===== src/rtl/sfrb_pkg.sv =====
// ----------------------------------------------------------------------------
// sfrb_pkg
// shared types, widths, register codes and arithmetic helpers of the row blur
// ----------------------------------------------------------------------------
package sfrb_pkg;

    localparam int SAMPLE_W  = 24;
    localparam int WEIGHT_W  = 16;
    localparam int ROWNUM_W  = 12;
    localparam int COL_W     = 13;
    localparam int RADIUS_W  = 5;
    localparam int BANK_W    = 64;
    localparam int BANK_N    = 4;
    localparam int CFG_IDX_W = 3;
    localparam int ACC_W     = 48;
    localparam int LANES     = 4;

    localparam int MAX_RADIUS_DEF = 16;
    localparam int ROW_MAX_DEF    = 4096;
    localparam int CHANNELS_DEF   = 4;

    localparam logic [CFG_IDX_W-1:0] REG_RADIUS  = 3'd0;
    localparam logic [CFG_IDX_W-1:0] REG_EXTEND  = 3'd1;
    localparam logic [CFG_IDX_W-1:0] REG_W0_3    = 3'd2;
    localparam logic [CFG_IDX_W-1:0] REG_W4_7    = 3'd3;
    localparam logic [CFG_IDX_W-1:0] REG_W8_11   = 3'd4;
    localparam logic [CFG_IDX_W-1:0] REG_W12_15  = 3'd5;
    localparam logic [CFG_IDX_W-1:0] REG_W16     = 3'd6;

    typedef struct packed {
        logic signed [SAMPLE_W-1:0] chan0;
        logic signed [SAMPLE_W-1:0] chan1;
        logic signed [SAMPLE_W-1:0] chan2;
        logic signed [SAMPLE_W-1:0] chan3;
        logic [ROWNUM_W-1:0]        row_number;
        logic                       row_end;
    } in_beat_t;

    typedef struct packed {
        logic signed [SAMPLE_W-1:0] blur0;
        logic signed [SAMPLE_W-1:0] blur1;
        logic signed [SAMPLE_W-1:0] blur2;
        logic signed [SAMPLE_W-1:0] blur3;
        logic [COL_W-1:0]           out_column;
        logic [ROWNUM_W-1:0]        out_row;
        logic                       row_done;
    } out_beat_t;

    typedef logic [BANK_N-1:0][BANK_W-1:0] wbank_t;

    // tap k weight, taps past 16 weigh zero
    function automatic logic [WEIGHT_W-1:0] tap_weight(input wbank_t banks,
                                                       input logic [WEIGHT_W-1:0] w16,
                                                       input int k);
        logic [WEIGHT_W-1:0] w;
        w = '0;
        if (k < 16)
            w = banks[k / 4][(k % 4) * WEIGHT_W +: WEIGHT_W];
        else if (k == 16)
            w = w16;
        return w;
    endfunction

    // round to nearest, ties up, then saturate to the sample range
    function automatic logic signed [SAMPLE_W-1:0] round_sat(input logic signed [ACC_W-1:0] acc);
        logic signed [ACC_W-1:0] sum;
        logic signed [ACC_W-17:0] q;
        logic signed [SAMPLE_W-1:0] res;
        sum = acc + ACC_W'(32768);
        q   = sum[ACC_W-1:16];
        if (q > $signed((ACC_W-16)'(23'h7FFFFF)))
            res = {1'b0, {(SAMPLE_W-1){1'b1}}};
        else if (q < -$signed((ACC_W-16)'(24'h800000)))
            res = {1'b1, {(SAMPLE_W-1){1'b0}}};
        else
            res = q[SAMPLE_W-1:0];
        return res;
    endfunction

endpackage


===== src/rtl/sfrb_front.sv =====
// ----------------------------------------------------------------------------
// sfrb_front
// counts columns, finds the row end and the span of output columns per pixel
// ----------------------------------------------------------------------------
module sfrb_front #(
    parameter int MAX_RADIUS = sfrb_pkg::MAX_RADIUS_DEF,
    parameter int ROW_MAX    = sfrb_pkg::ROW_MAX_DEF,
    parameter int SW         = 10,
    parameter int RW         = 5,
    parameter int JOB_W      = 16
) (
    input  logic                          clk,
    input  logic                          rst_n,
    input  logic                          in_valid,
    output logic                          in_ready,
    input  sfrb_pkg::in_beat_t            in_data,
    input  logic [sfrb_pkg::RADIUS_W-1:0] radius,
    input  logic                          zero_pad,
    output logic                          job_valid,
    input  logic                          job_ready,
    output logic [JOB_W-1:0]              job_data
);

    localparam int CNT_W = $clog2(ROW_MAX);

    logic [CNT_W-1:0]     col_reg, col_next;
    logic [CNT_W:0]       n_u;
    logic                 last;
    logic [RW-1:0]        r;
    logic signed [SW-1:0] column, n_s, first, stop, r_s;
    logic                 emit;
    logic                 take;

    assign n_u  = {1'b0, col_reg} + (CNT_W+1)'(1);
    assign last = in_data.row_end || (n_u >= (CNT_W+1)'(ROW_MAX));
    assign r    = ({1'b0, radius} > 6'(MAX_RADIUS)) ? RW'(MAX_RADIUS) : RW'(radius);

    always_comb
    begin
        column = SW'(col_reg);
        n_s    = SW'(n_u);
        r_s    = SW'(r);
        emit   = 1'b1;
        if (zero_pad)
        begin
            first = column;
            stop  = last ? column + r_s + r_s : column;
        end
        else if (last)
        begin
            first = (column >= r_s) ? column - r_s : '0;
            stop  = column;
        end
        else
        begin
            first = column - r_s;
            stop  = first;
            emit  = (column >= r_s);
        end
    end

    assign in_ready  = job_ready;
    assign job_valid = in_valid;
    assign take      = in_valid && job_ready;
    assign job_data  = {in_data.chan3, in_data.chan2, in_data.chan1, in_data.chan0,
                        in_data.row_number, n_s, first, stop, emit, zero_pad,
                        r, last};

    assign col_next = last ? '0 : n_u[CNT_W-1:0];

    always_ff @(posedge clk or negedge rst_n)
    begin
        if (!rst_n)
            col_reg <= '0;
        else if (take)
            col_reg <= col_next;
    end

endmodule


===== config.mk =====
export PLATFORM = sky130hd
export DESIGN_NAME = sfrb_front
export DESIGN_NICKNAME = d
export VERILOG_FILES = /design/src/rtl/sfrb_pkg.sv /design/src/rtl/sfrb_front.sv
export SDC_FILE = /design/constraint.sdc
export NUM_CORES = 1
export LEC_CHECK = 0
export ABC_CLOCK_PERIOD_IN_PS = 5010
export BUFFER_PORTS_ARGS = -buffer_cell sky130_fd_sc_hd__buf_2
export CAP_MARGIN = 30
export CELL_PAD_IN_SITES_DETAIL_PLACEMENT = 1
export CELL_PAD_IN_SITES_GLOBAL_PLACEMENT = 2
export CORE_MARGIN = 3
export CORE_UTILIZATION = 16
export DETAILED_ROUTE_END_ITERATION = 7
export PLACE_DENSITY = 0.77
export SLEW_MARGIN = 10
export SYNTH_ARGS = -nofsm -noshare
export SYNTH_HDL_FRONTEND = slang
export SYNTH_SLANG_ARGS = --single-unit

===== constraint.sdc =====
create_clock -name clk -period 5.01 [get_ports clk]
set_input_delay 1.503 -clock clk [delete_from_list [all_inputs] [get_ports clk]]
set_output_delay 1.503 -clock clk [all_outputs]
set_load 0.03 [all_outputs]

==> results.toml <==
[status]
status = "complete, no violations"

[synth]
ys.flop_type = "dfrtp_1"
synth-simple-area-share_pct = 21.5
synth_xor_area_share_pct = 7.40
yosys_register_bits = 12
async_reset_ff_share_pct = 100
syn_avg_cell_area_um2 = 7.94
synthesis.area_um2 = 1300
synth-edff-count = 0
syn_nets = 296
synth_top_family_by_area = "compound AO/OA/AOI/OAI gates"
synth_compound_area_share_pct = 24.0
seq_area_frac_synth_pct = 23.1
synthAdderAreaFrac_pct = 13.6
ys_types = 42
netlist_instances = 164
yosys_warnings = 0
synth_mux_area_share_pct = 0.865

[clock_network]
cts_hold_buf = 0
cts_buffers = 3
cts_buffer_depth = 2
tritoncts = "done"
htreeDepth = 1
clk_pin_slew_ns = 0.05
insertion_delay_ns = 0.24
cts_root_buf = "clkbuf_8"
cts_sinks = 12

[global_routing]
antenna_found_initial = 0
grt_usage_pct = 9.56
grt_first_pass_wirelength_um = 6890
grt_max_degree = 14
gr-total-overflow = 0
grt_pass1_vias = 1370

[timing]
post-route-min-period_ns = 4.92
timing.fmax_mhz = 203
whs_ns = 0.495
fin_worst_skew_ns = 0.00403
finalHoldViolations = 0
worstMarginPinSlew_ns = 0.580
setup_viol = 0
period_share_pct = 98.3
slew_violations = 0
setup_ws_ns = 0.0872
relSlewSlack_pct = 60.9

[final_layout]
fin_util_pct = 21.6
drive_above_1_share_pct = 29.1
antennaDiodeCount = 0
largest_reg_flops = 12
synthToLayoutAreaGrowth_pct = 29.5
fin_nets = 329

[placement]
hpwl_um = 3450
place.gp.congestion = 0.797
portBuffers = 28
place_ws_ns = -0.0660

[routing]
drtAntennaViolNets = 0
drc = 0
firstDrtPassIters = 4
vias = 1328
routedWlPerCell_um = 14.6
routed_via_density = 4.46
routed_wl_um = 4360
drt_iter0_drc = 73

[worst_setup_path]
worstSetupPathType = "input pin to output port"
critPathMaxFanout = 3
crit_required_ns = 3.51
critPathMaxStageDelay_ns = 0.36
arrival_ns = 3.42
path_delay_family = "compound AO/OA/AOI/OAI gates"
cp_cell_sequence = "buf_2, nor2b_4, ha_1, inv_1, fa_2, a21o_1, a21oi_2, xor2_1, nor2_1, a221o_1, buf_2"
cp-end-kind = "output port"
crit_top_cell = "buf_2"
setup.worst_path.start_class = "input pin"
crit_slowest_cell = "fa_2"
path_buf_inv = 3

[job]
maxCapViolations = 0

[power]
max-vdd-ir-drop_mv = 0.0758
p_per_area_nw_per_um2 = 230
cellLeakagePower_nw = 0.783

[worst_hold_path]
hp-class = "flip-flop to flip-flop"

[floorplan]
fp-row-count = 32
die_x_um = 96.2
initial_core_util_pct = 16.7
dieArea_um2 = 9260
die_h_um = 96.2
coreArea_um2 = 7810
ios = 137
## metrics by stage
stage	cell area [µm²]	instances	total power [W]	setup TNS [ns]
final	1690	298	0.000387	0
after global routing	1690	298	0.000415	-0.00835
after CTS	1650	298	0.000383	0
after detailed placement	1590	294	0.000276	-0.133
after global placement	1590	294	0.000274	-0.134
after floorplan	1310	164	0.000225	0
## cells in the final DEF (no fill, tap or decap), types with 2 or more instances in the layout
master    count
nor3_1        5
and3_1        3
a211oi_1      3
a31oi_1       2
nand3_1       8
a211oi_2      2
a21o_1        3
inv_1         9
nor2_1       13
o21ai_0      11
o31ai_1       4
a221o_1       2
a21oi_1       6
xnor2_1       8
o21bai_1      2
xor2_1        3
dfrtp_1      12
o41ai_1       2
buf_2        26
o21ai_1       2
buf_4        13
nand2_1      17
nand2b_1      3
ha_1         11
fa_2          2
clkbuf_8      4
## final timing paths
check / from / endpoint / slack, ns / depth (start not counted)
setup reg to reg: col_reg[1]$_DFFE_PN0P_ / col_reg[0]$_DFFE_PN0P_ / 2.80 / 6
min in group asynchronous: rst_n / col_reg[4]$_DFFE_PN0P_ / 1.14 / 1
max in group asynchronous: rst_n / col_reg[9]$_DFFE_PN0P_ / 3.64 / 1
hold / removal: col_reg[10]$_DFFE_PN0P_ / col_reg[10]$_DFFE_PN0P_ / 0.49 / 1
setup / recovery: radius[4] / job_data[12] / 0.09 / 11
hold reg to reg: col_reg[10]$_DFFE_PN0P_ / col_reg[10]$_DFFE_PN0P_ / 0.49 / 1
## routing by layer
| metal | GRT usage, % | up-vias | part of all wire, % |
|---|---|---|---|
| met5 | 0 | - | 0 |
| met4 | 1.18 | 0 | 0.53 |
| met3 | 1.95 | 2 | 7.1 |
| met2 | 13.8 | 44 | 44 |
| met1 | 14.8 | 630 | 49 |
| li1 | - | 652 | - |
## cell usage after synthesis, drive strengths merged, types with 3 or more instances
master / count / area share [%]
o31ai: 4 / 2.3
ha: 11 / 11
xor2: 3 / 2.0
nand2b: 3 / 1.4
buf: 8 / 4.5
nor2: 14 / 4.2
a211oi: 5 / 2.9
inv: 10 / 2.9
nor3: 5 / 1.9
o21ai: 13 / 5.0
a21o: 3 / 1.7
dfrtp: 12 / 23
nand3: 8 / 3.1
nand2: 17 / 4.9
clkbuf: 3 / 0.86
a21oi: 7 / 2.7
and3: 3 / 1.4
xnor2: 8 / 5.4
## repair_timing
action	in CTS	in global routing
setup endpoints to repair	3	5
pin swaps	0	3
gates resized for setup	3	13
buffers inserted	0	0
## cell families (layout without fill, tap and decap cells)
kind of cell,count (synthesis),after routing
xor+xnor,11,11
flops,12,12
mux,1,1
buf+inv,22,54
fa+ha+maj,13,13
compound gates,47,47
simple gates,58,58
## power by group
group / total [W] / internal [W] / switching [W]
sequential: 0.000115 / 0.000101 / 0.0000132
clock: 0.000105 / 0.0000694 / 0.0000355
combinational: 0.000168 / 0.0000661 / 0.000102
## layout make-up
cell class | instances | area (µm²)
multi-input cells | 130 | 922
inverters | 11 | 53.8
well taps | 102 | 128
flip-flops and latches | 12 | 300
clock buffers | 4 | 55.1
repair buffers | 39 | 228
fillers | 950 | 6120
Note: power is estimated with default switching activity, not from simulation.
