[config.mk]
export PLATFORM = sky130hd
export DESIGN_NAME = sfrb_queue
export DESIGN_NICKNAME = d
export VERILOG_FILES = /design/src/rtl/sfrb_queue.sv
export SDC_FILE = /design/constraint.sdc
export NUM_CORES = 1
export LEC_CHECK = 0
export ABC_AREA = 1
export BUFFER_PORTS_ARGS = -buffer_cell sky130_fd_sc_hd__clkbuf_2
export CORE_MARGIN = 8
export CORE_UTILIZATION = 51
export DETAILED_ROUTE_END_ITERATION = 10
export PLACE_DENSITY = 0.9
export SYNTH_ARGS = -nofsm -noshare
export SYNTH_HDL_FRONTEND = slang
export SYNTH_SLANG_ARGS = --single-unit
[constraint.sdc]
create_clock -name clk -period 2 [get_ports clk]
set_clock_uncertainty 0.15 [all_clocks]
set_input_delay 0.4 -clock clk [delete_from_list [all_inputs] [get_ports clk]]
set_output_delay 0.4 -clock clk [all_outputs]
set_load 0.05 [all_outputs]
[src/rtl/sfrb_queue.sv]
// ----------------------------------------------------------------------------
// sfrb_queue
// two-entry job queue between the front and the filter back end
// ----------------------------------------------------------------------------
module sfrb_queue #(
    parameter int DATA_W = 16
) (
    input  logic              clk,
    input  logic              rst_n,
    input  logic              wr_valid,
    output logic              wr_ready,
    input  logic [DATA_W-1:0] wr_data,
    output logic              rd_valid,
    input  logic              rd_ready,
    output logic [DATA_W-1:0] rd_data
);

    logic [1:0][DATA_W-1:0] mem_reg;
    logic                   wp_reg, rp_reg;
    logic [1:0]             cnt_reg;
    logic                   push, pop;

    assign wr_ready = (cnt_reg != 2'd2);
    assign rd_valid = (cnt_reg != 2'd0);
    assign rd_data  = mem_reg[rp_reg];
    assign push     = wr_valid && wr_ready;
    assign pop      = rd_valid && rd_ready;

    always_ff @(posedge clk)
    begin
        if (push)
            mem_reg[wp_reg] <= wr_data;
    end

    always_ff @(posedge clk or negedge rst_n)
    begin
        if (!rst_n)
        begin
            wp_reg  <= 1'b0;
            rp_reg  <= 1'b0;
            cnt_reg <= 2'd0;
        end
        else
        begin
            if (push)
                wp_reg <= ~wp_reg;
            if (pop)
                rp_reg <= ~rp_reg;
            cnt_reg <= cnt_reg + 2'(push) - 2'(pop);
        end
    end

endmodule

==> metrics.csv, run 1 <==
metric,value,unit
status,finished clean,
worstMarginPinSlew,0.3301,ns
start_util,52.68,%
routed_wl,2789,um
grt_start_max_net_pins,18,
drt-met1-wl,1072,um
cap_viol_max_count,0,
yosys_warnings,0,
regToRegSetupSlack,0.36,ns
finalCritPeriodShare,95.94,%
place_congestion,0.6757,
synth_xor_area_share,0,%
rr_endpoint,cnt_reg[1],
ys_seq_area_share,74.32,%
grt_pass1_vias,1020,
antenna_found_initial,0,
finalSetupViolCount,0,
via_per_inst,4.923,
p_total,0.003030,W
wire_per_inst,14.30,um
multiInputGateArea,287.8,um2
dp_hpwl,2146,um
ys_seq_elements,36,
layout-drive-gt1-share,34.15,%
largest_reg_flops,32,
rsz0062_at_grt,false,
n_antenna_cell,0,
met3WireLength,281,um
synthCells,115,
synth_compound_area_share,0,%
die_h,68.91,um
overflow,0,
p_leak,0.8161,nW
rr_startpoint,cnt_reg[1],
fill_cells,222,
crit_path_end,rd_data[6],
nets,185,
cp_top_family,flip-flops,
cts_root_buffer,clkbuf_4,
fin_tns_setup,0,ns
grt_pass1_wl,4505,um
synth.avg_cell_area,12.41,um2
cp-start-kind,register,
worst-path-buf-inv,2,
slowest_delay,0.50,ns
dr.max_layer_used,met4,
synth_cell_type_count,12,
synthMuxAreaShare,0,%
worst_slack,0.08117,ns
relSlewSlack,77.97,%
dr_wl_met2,1390,um
cts_inserted_buffers,5,
synthAdderAreaFrac,1.753,%
port_buffers,37,
synthesis.nets,137,
cp_slowest_cell,dfrtp_2,
report.final.hold_viol_count,0,
worst_ep_required_time,1.45,ns
crit_type,register to output pin,
die_w,68.91,um
cts_htree_levels,2,
placementRows,19,
track_usage,13.37,%
drc,0,
max_freq,521.2,MHz
endpoint_kind,output pin,
areaGrowthSynthToFinish,22.70,%
cts_buffer_depth,2,
vias,960,
crit_top_cell,nand2_1,
critPathArrivalTime,1.37,ns
dr.pass1.iters,4,
path_max_fanout,8,
clock_sinks,36,
ios,38,
worstPathCellList,"buf_4, nand2_1, nand2_1, buf_2",
min_path_type,input pin to register,
cts_tree,built,
drtIter0Drc,33,
die_area,4748,um2
drv_slew,0,
clk_pin_slew,0.10,ns
regArea,1062,um2
layout_min_cycle_time,1.919,ns
cp.depth,4,
core-area,2710,um2
ant_nets,0,
crit_start,rp_reg,
rr_worst_depth,10,
synth-simple-area-share,18.23,%
clk_latency,0.33,ns
pre_cts_ws,0.2145,ns
powerDensity,1730,nW/um2
synth_area,1428,um2
peakVddDrop,1116,uV
synth_top_family_by_area,simple AND/OR/NAND/NOR gates,
==> report_power, final <==
part / total (W) / switching (W) / leakage [nW] / internal, W
logic: 0.00155 / 0.00114 / 0.445 / 0.000406
clock network: 0.000358 / 0.000223 / 0.0269 / 0.000135
registers: 0.00113 / 0.0000901 / 0.345 / 0.00104
==> worst min-delay path by stage <==
stage,cells past startpoint,startpoint,slack (ns),to
finish,1,wr_data[14],0.1,mem_reg[30]
detailed placement,1,rst_n,0.07,cnt_reg[0]
CTS,1,wr_data[9],0.09,mem_reg[25]
global placement,1,rst_n,0.06,cnt_reg[0]
floorplan,0,rst_n,-0.05,cnt_reg[0]
global route,1,wr_data[8],0.07,mem_reg[8]
==> what timing repair did <==
action | 4_1_cts | 5_1_grt
endpoints found under the setup margin | 16 | 15
resized for setup | 1 | 24
setup buffers | 2 | 0
hold endpoints to repair | 4 | 0
hold buffers | 1 | 0
==> layout by cell type, fill, tap and decap left out <==
| master | netlist | layout |
|---|---|---|
| nand2_1 | 56 | 56 |
| inv_8 | 1 | 1 |
| edfxtp_1 | 32 | 32 |
| clkbuf_4 | 0 | 12 |
| nand2_2 | 5 | 5 |
| nand3_1 | 3 | 3 |
| dlygate4sd3_1 | 0 | 1 |
| clkbuf_1 | 0 | 2 |
| inv_1 | 8 | 8 |
| buf_12 | 0 | 1 |
| clkinv_1 | 0 | 1 |
| dfrtp_1 | 4 | 3 |
| buf_2 | 0 | 7 |
| dfrtp_2 | 0 | 1 |
| nor2_2 | 0 | 1 |
| clkbuf_2 | 0 | 22 |
| buf_4 | 0 | 6 |
| ha_1 | 2 | 2 |
==> Yosys cell counts <==
cell type | count | share of area, %
nor2_1 | 1 | 0.26
nand2_1 | 56 | 15
buf_6 | 1 | 0.79
clkbuf_8 | 1 | 0.96
edfxtp_1 | 32 | 67
inv_8 | 1 | 0.79
buf_8 | 1 | 1.1
dfrtp_1 | 4 | 7.0
nand3_1 | 3 | 1.1
inv_1 | 8 | 2.1
nand2_2 | 5 | 2.2
ha_1 | 2 | 1.8
==> kinds of logic after synthesis <==
logic type | after synthesis
flip-flops | 36
buffers and inverters | 12
AND/OR/NAND/NOR | 65
adder cells (fa/ha/maj) | 2
==> area by class of cell <==
cell class | count | area share (%)
clock buffer | 7 | 2.571
clock inverter | 1 | 0.2143
inverter | 9 | 2.357
multi-input combinational | 67 | 16.43
sequential | 36 | 60.64
tap | 31 | 2.214
timing repair buffer | 44 | 15.57
==> per-stage QoR <==
step / cells / utilization [%] / area (um2) / hold slack [ns]
floorplan: 115 / - / 1430 / -0.04559
global placement: 184 / 61.13 / 1657 / 0.06119
detailed placement: 184 / 61.13 / 1657 / 0.06635
CTS: 195 / 63.90 / 1732 / 0.08765
global route: 195 / 64.64 / 1752 / 0.07367
finish: 195 / 64.64 / 1752 / 0.09890
==> metal layers <==
metal,track usage [%],vias up
li1,-,474
met2,22.32,32
met1,13.79,448
met3,6.785,6
met5,0,-
met4,6.015,0
Note: power is estimated with default switching activity, not from simulation.
==> inputs of run 2 (changes only) <==
--- a/config.mk
+++ b/config.mk
@@ -11,6 +11,8 @@
 export CORE_UTILIZATION = 51
 export DETAILED_ROUTE_END_ITERATION = 10
 export PLACE_DENSITY = 0.9
+export RECOVER_POWER = 50
+export SKIP_LAST_GASP = 1
 export SYNTH_ARGS = -nofsm -noshare
 export SYNTH_HDL_FRONTEND = slang
 export SYNTH_SLANG_ARGS = --single-unit
==> constraint.sdc (replaced) <==
create_clock -name clk -period 1.81 [get_ports clk]
set_clock_uncertainty 0.15 [all_clocks]
set_input_delay 0.362 -clock clk [delete_from_list [all_inputs] [get_ports clk]]
set_output_delay 0.362 -clock clk [all_outputs]
set_load 0.05 [all_outputs]
==> run 2 against run 1 <==
  * The run now ends with negative setup slack left
  * Cell count increased by 0.51%
  * Power increased by 32%
  * Largest cell class unchanged
  * First-iteration DRC count increased by 39%
  * Sequential power increased by 9.7%
  * Largest power group unchanged
  * Combinational power increased by 54%
  * Sequential share of layout area decreased by 7.5 points
  * Cell area increased by 14%
  * Clock power increased by 7.0%
  * Critical path depth increased by 1
==> metrics.csv, run 2 (synthesis gave the netlist of run 1 again) <==
metric,value,unit,change
rr_startpoint,cnt_reg[1],,unchanged
status,"finished, violations left",,was finished clean
cts_tree,built,,unchanged
clk_latency,0.32,ns,was 0.33 ns
nets,186,,was 185
overflow,0,,unchanged
vias,964,,was 960
grt_start_max_net_pins,17,,was 18
cts_inserted_buffers,5,,unchanged
worst_ep_required_time,1.30,ns,was 1.45 ns
ios,38,,unchanged
min_from,wr_data[2],,was wr_data[14]
p_seq_share,30.9,%,was 37.2%
met3_usage,6.624,%,was 6.785%
min_path_type,input pin to register,,unchanged
final_common_cell,nand2_1,,unchanged
cts_root_buffer,clkbuf_4,,unchanged
p_leak,0.8583,nW,was 0.8161 nW
gr-usage-met1,12.15,%,was 13.79%
grt_pass1_wl,3995,um,was 4505 um
finalCritPeriodShare,100.7,%,
endpoint_kind,output pin,,unchanged
peakVddDrop,1639,uV,was 1116 uV
start_util,52.68,%,unchanged
powerDensity,2005,nW/um2,was 1730 nW/um2
via_per_inst,4.918,,was 4.923
core-area,2710,um2,unchanged
placementRows,19,,unchanged
largest_reg_flops,32,,unchanged
regToRegSetupSlack,0.23,ns,was 0.36 ns
routed_wl,2833,um,was 2789 um
p_int,0.002180,W,was 0.001577 W
cap_viol_max_count,0,,unchanged
drc,0,,unchanged
violations,negative setup slack,,
rr_worst_depth,9,,was 10
wire_per_inst,14.45,um,was 14.30 um
max_freq,548.6,MHz,
switchingPower,0.001829,W,was 0.001453 W
final_cells,196,,was 195
rr_endpoint,cnt_reg[1],,unchanged
p_clk_share,9.6,%,was 11.8%
drv_slew,0,,unchanged
antenna_found_initial,0,,unchanged
drtIter0Drc,46,,was 33
switching_share,45.62,%,was 47.96%
report.final.hold_viol_count,0,,unchanged
worstMarginPinSlew,0.4674,ns,was 0.3301 ns
grt_use_met2,19.56,%,was 22.32%
track_usage,11.58,%,was 13.37%
path_max_fanout,8,,unchanged
die_h,68.91,um,unchanged
dr.pass1.iters,4,,unchanged
stdcell_area,1999,um2,was 1752 um2
crit_type,register to output pin,,unchanged
relSlewSlack,68.77,%,was 77.97%
die_area,4748,um2,unchanged
critPathArrivalTime,1.31,ns,was 1.37 ns
cp-start-kind,register,,unchanged
place_congestion,0.7183,,was 0.6757
finalSetupViolCount,2,,was 0
die_w,68.91,um,unchanged
rsz0062_at_grt,true,,was false
worst_slack,-0.01281,ns,was 0.08117 ns
grt_pass1_vias,940,,was 1020
layout_min_cycle_time,1.823,ns,
layout-drive-gt1-share,40.61,%,was 34.15%
finish.utilization,73.78,%,was 64.64%
ant_nets,0,,unchanged
layout_common_cells,"nand2_1, edfxtp_1, nand2_2, buf_8, clkbuf_1",,"was nand2_1, edfxtp_1, clkbuf_2, clkbuf_4, inv_1"
areaGrowthSynthToFinish,40.05,%,was 22.70%
port_buffers,37,,unchanged
dp_hpwl,1880,um,was 2146 um
placed_cells,183,,was 184
grt-busiest-layer,met2,,unchanged
hold_end,mem_reg[18],,was mem_reg[30]
clock_sinks,36,,unchanged
cts_buffer_depth,2,,unchanged
place_area,1647,um2,was 1657 um2
clk_pin_slew,0.11,ns,was 0.10 ns
cts_htree_levels,2,,unchanged
n_antenna_cell,0,,unchanged
combPwrFrac,59.6,%,was 51.0%
hold_depth,1,,unchanged
-- run 2: cell types whose count changed in the layout (fill, tap and decap cells not counted), sizes merged --
cell    delta
clkbuf     -7
buf        +6
clkinv     +2
-- run 2: critical path, cell delays in order (launching register included) --
cell	delay (ns)
dfrtp_2	0.46
buf_12	0.17
inv_8	0.06
nand2_1	0.05
nand2_2	0.09
buf_8	0.15
-- run 2: metal layers --
metal	part of all wire [%]	up-vias
li1	-	476
met1	38	446
met2	52	38
met3	9.1	4
met4	0.74	0
met5	0	-
-- run 2: how the worst max path moves through the flow --
stage               startpoint     endpoint  slack, ns  cells after the start
floorplan           cnt_reg[1]   cnt_reg[1]       0.13                      7
global placement        rp_reg  rd_data[12]       0.23                      5
detailed placement      rp_reg  rd_data[13]       0.21                      5
CTS                     rp_reg  rd_data[13]     -0.008                      5
global route            rp_reg   rd_data[2]      -0.07                      5
finish                  rp_reg  rd_data[13]      -0.01                      5
-- run 2: final cells by class --
class                      instances  area [um2]
tap                               31       38.79
inverter                           9       46.29
timing repair buffer              43       406.6
sequential                        36        1062
multi-input combinational         67       367.9
timing repair inverter             2       27.53
fill                             191       710.7
clock buffer                       7       45.04
clock inverter                     1       5.005
-- run 2: timing repair --
action                     4_1_cts  5_1_grt
hold endpoints to repair         4        0
setup endpoints to repair       16       16
hold buffers                     1        0
gates cloned                     1        2
resized for setup               34       48
setup buffers                    1        0
pin swaps                        0        3
-- run 2: power groups by stage --
stage          sequential, W  combinational (W)  clock, W
5_1_grt              0.00125            0.00252  0.000429
3_5_place_dp         0.00123            0.00166         0
3_3_place_gp         0.00122            0.00162         0
6_report             0.00124            0.00239  0.000383
4_1_cts              0.00121            0.00202  0.000395
2_1_floorplan        0.00121            0.00135         0
-- run 2: stage by stage --
| step | hold slack, ns | worst slack (ns) | setup TNS (ns) | total power, W |
|---|---|---|---|---|
| floorplan | -0.08359 | 0.1261 | 0 | 0.002559 |
| global placement | 0.02556 | 0.2329 | 0 | 0.002843 |
| detailed placement | 0.02813 | 0.2067 | 0 | 0.002888 |
| CTS | 0.05478 | -0.007569 | -0.007607 | 0.003628 |
| global route | 0.03965 | -0.06623 | -0.7638 | 0.004198 |
| finish | 0.06410 | -0.01281 | -0.01900 | 0.004009 |
==> inputs of run 3 (changes only) <==
--- a/config.mk
+++ b/config.mk
@@ -8,9 +8,9 @@
 export ABC_AREA = 1
 export BUFFER_PORTS_ARGS = -buffer_cell sky130_fd_sc_hd__clkbuf_2
 export CORE_MARGIN = 8
-export CORE_UTILIZATION = 51
+export CORE_UTILIZATION = 54
 export DETAILED_ROUTE_END_ITERATION = 10
-export PLACE_DENSITY = 0.9
+export PLACE_DENSITY = 0.94
 export RECOVER_POWER = 50
 export SKIP_LAST_GASP = 1
 export SYNTH_ARGS = -nofsm -noshare
==> constraint.sdc (replaced) <==
create_clock -name clk -period 2.3 [get_ports clk]
set_clock_uncertainty 0.15 [all_clocks]
set_input_delay 0.46 -clock clk [delete_from_list [all_inputs] [get_ports clk]]
set_output_delay 0.46 -clock clk [all_outputs]
set_load 0.05 [all_outputs]
==> run 3 against run 2 <==
  * The run now ends clean
  * Cell count fell by 3.6%
  * Sequential share of layout area rose by 9.6 points
  * Worst setup slack gained 0.20 ns
  * Register-to-register slack improved by 0.30 ns
  * Largest power group unchanged
  * Global-route usage grew 1.4 points
  * Power shrank 34%
  * Sequential power down 19%
  * First-iteration DRC count is 59% lower
  * Wire length shrank 9.4%
  * Combinational power is 50% lower
  * Non-clock buffer count decreased by 4
  * Critical path depth shrank 1
==> metrics.csv, run 3 (synthesis gave the netlist of run 1 again) <==
metric,value,unit,change
port_buffers,37,,unchanged
min_from,wr_data[15],,was wr_data[2]
switchingPower,0.001260,W,was 0.001829 W
relSlewSlack,57.44,%,was 68.77%
place_congestion,0.7227,,was 0.7183
worstPathCellList,"inv_8, nand2_1, nand2_1, clkbuf_2",,"was buf_12, inv_8, nand2_1, nand2_2, buf_8"
hold_depth,1,,unchanged
ios,38,,unchanged
nets,180,,was 186
worstMarginPinSlew,0.6376,ns,was 0.4674 ns
cts_inserted_buffers,5,,unchanged
dr.pass1.iters,4,,unchanged
drtIter0Drc,19,,was 46
peakVddDrop,1036,uV,was 1639 uV
regArea,1062,um2,unchanged
p_seq_share,38.0,%,was 30.9%
min_path_type,input pin to register,,unchanged
dp_hpwl,1947,um,was 1880 um
grt_pass1_vias,1034,,was 940
clk_latency,0.34,ns,was 0.32 ns
cts_tree,built,,unchanged
critPathArrivalTime,1.50,ns,was 1.31 ns
areaGrowthSynthToFinish,18.58,%,was 40.05%
endpoint_kind,output pin,,unchanged
fill_cells,194,,was 191
path_max_fanout,18,,was 8
stdcell_area,1693,um2,was 1999 um2
routed_wl,2567,um,was 2833 um
die_w,67.42,um,was 68.91 um
status,finished clean,,"was finished, violations left"
n_antenna_cell,0,,unchanged
ant_nets,0,,unchanged
worst_ep_required_time,1.69,ns,was 1.30 ns
rr_startpoint,cnt_reg[1],,unchanged
final_common_cell,nand2_1,,unchanged
fin_tns_setup,0,ns,was -0.01900 ns
powerDensity,1556,nW/um2,was 2005 nW/um2
cp-start-kind,register,,unchanged
finalSetupViolCount,0,,was 2
crit_top_cell,nand2_1,,
drv_slew,0,,unchanged
cts_buffer_depth,2,,unchanged
core-area,2500,um2,was 2710 um2
report.final.hold_viol_count,0,,unchanged
placementRows,18,,was 19
drc,0,,unchanged
grt_pass1_wl,4298,um,was 3995 um
via_per_inst,4.884,,was 4.918
cts_htree_levels,2,,unchanged
p_clk_share,16.5,%,was 9.6%
p_leak,0.7607,nW,was 0.8583 nW
max_freq,473.0,MHz,
cap_viol_max_count,0,,unchanged
grt_start_max_net_pins,19,,was 17
finalCritPeriodShare,91.93,%,
layout_min_cycle_time,2.114,ns,
switching_share,47.85,%,was 45.62%
start_util,57.11,%,was 52.68%
rsz0062_at_grt,false,,was true
multiInputGateArea,285.3,um2,was 367.9 um2
place_area,1618,um2,was 1647 um2
cts_root_buffer,clkbuf_4,,unchanged
rr_worst_depth,4,,was 9
layout-drive-gt1-share,25.16,%,was 40.61%
antenna_found_initial,0,,unchanged
crit_type,register to output pin,,unchanged
crit_start,rp_reg,,unchanged
wire_per_inst,13.58,um,was 14.45 um
cp_slowest_cell,dfrtp_2,,unchanged
clk_pin_slew,0.10,ns,was 0.11 ns
layout_common_cells,"nand2_1, edfxtp_1, clkbuf_2, clkbuf_1, inv_1",,"was nand2_1, edfxtp_1, nand2_2, buf_8, clkbuf_1"
overflow,0,,unchanged
p_int,0.001374,W,was 0.002180 W
largest_reg_flops,32,,unchanged
track_usage,12.99,%,was 11.58%
vias,923,,was 964
slowest_delay,0.57,ns,was 0.46 ns
combPwrFrac,45.5,%,was 59.6%
die_h,67.42,um,was 68.91 um
clock_sinks,36,,unchanged
die_area,4545,um2,was 4748 um2
run 3: cell types whose count changed in the layout (fill, tap and decap cells not counted), moves of 4 or more:
cell,change
nand2_1,+22
nand2_2,-18
clkbuf_2,+16
buf_8,-16
nand2_4,-4
run 3: worst paths after layout:
path                                to  slack, ns
max reg2reg                mem_reg[22]       0.53
max                        rd_data[14]       0.19
min in group asynchronous       wp_reg       0.33
min                        mem_reg[15]       0.15
min reg2reg                     wp_reg       0.34
max in group asynchronous       rp_reg       1.46
run 3: through the flow:
stage               setup slack (ns)  hold slack, ns  total power (W)  instances  utilization [%]
floorplan                     0.1169         0.01441         0.001994        115                -
global placement              0.4311          0.1234         0.002189        180            64.71
detailed placement            0.3949          0.1265         0.002233        180            64.71
CTS                          0.01318          0.1365         0.002665        189            68.32
global route                 0.08477          0.1224         0.002796        189            67.72
finish                        0.1857          0.1456         0.002634        189            67.72
run 3: critical path: cells and delay by family (launching register included):
| kind | cells | cell delay [ns] |
|---|---|---|
| buf+inv | 2 | 0.45 |
| flops | 1 | 0.57 |
| simple gates | 2 | 0.14 |
run 3: layout make-up:
cell class              count  share of cell area, %
flip-flops and latches     36                  62.75
inverters                   9                  2.439
clock inverters             3                  2.513
well taps                  30                  2.217
clock buffers               5                  2.217
multi-input cells          67                  16.85
repair buffers             39                  11.01
run 3: power by group through the flow:
stage	logic (W)	registers [W]	clock network, W
after floorplan	0.00104	0.000953	0
after global placement	0.00118	0.00101	0
after detailed placement	0.00122	0.00102	0
after CTS	0.00122	0.00100	0.000445
after global routing	0.00131	0.00102	0.000470
final	0.00120	0.00100	0.000434
run 3: per-layer routing:
layer | part of all wire, % | vias up | global-route usage (%)
met2 | 50 | 36 | 21.98
met3 | 12 | 4 | 7.450
li1 | - | 460 | -
met4 | 1.4 | 0 | 5.483
met5 | 0 | - | 0
met1 | 37 | 423 | 12.82
run 3: repair_timing:
action | in CTS | in global routing
endpoints found under the hold margin | 4 | 0
buffers inserted | 0 | 0
resized for setup | 0 | 1
hold buffers | 1 | 0
endpoints found under the setup margin | 0 | 16
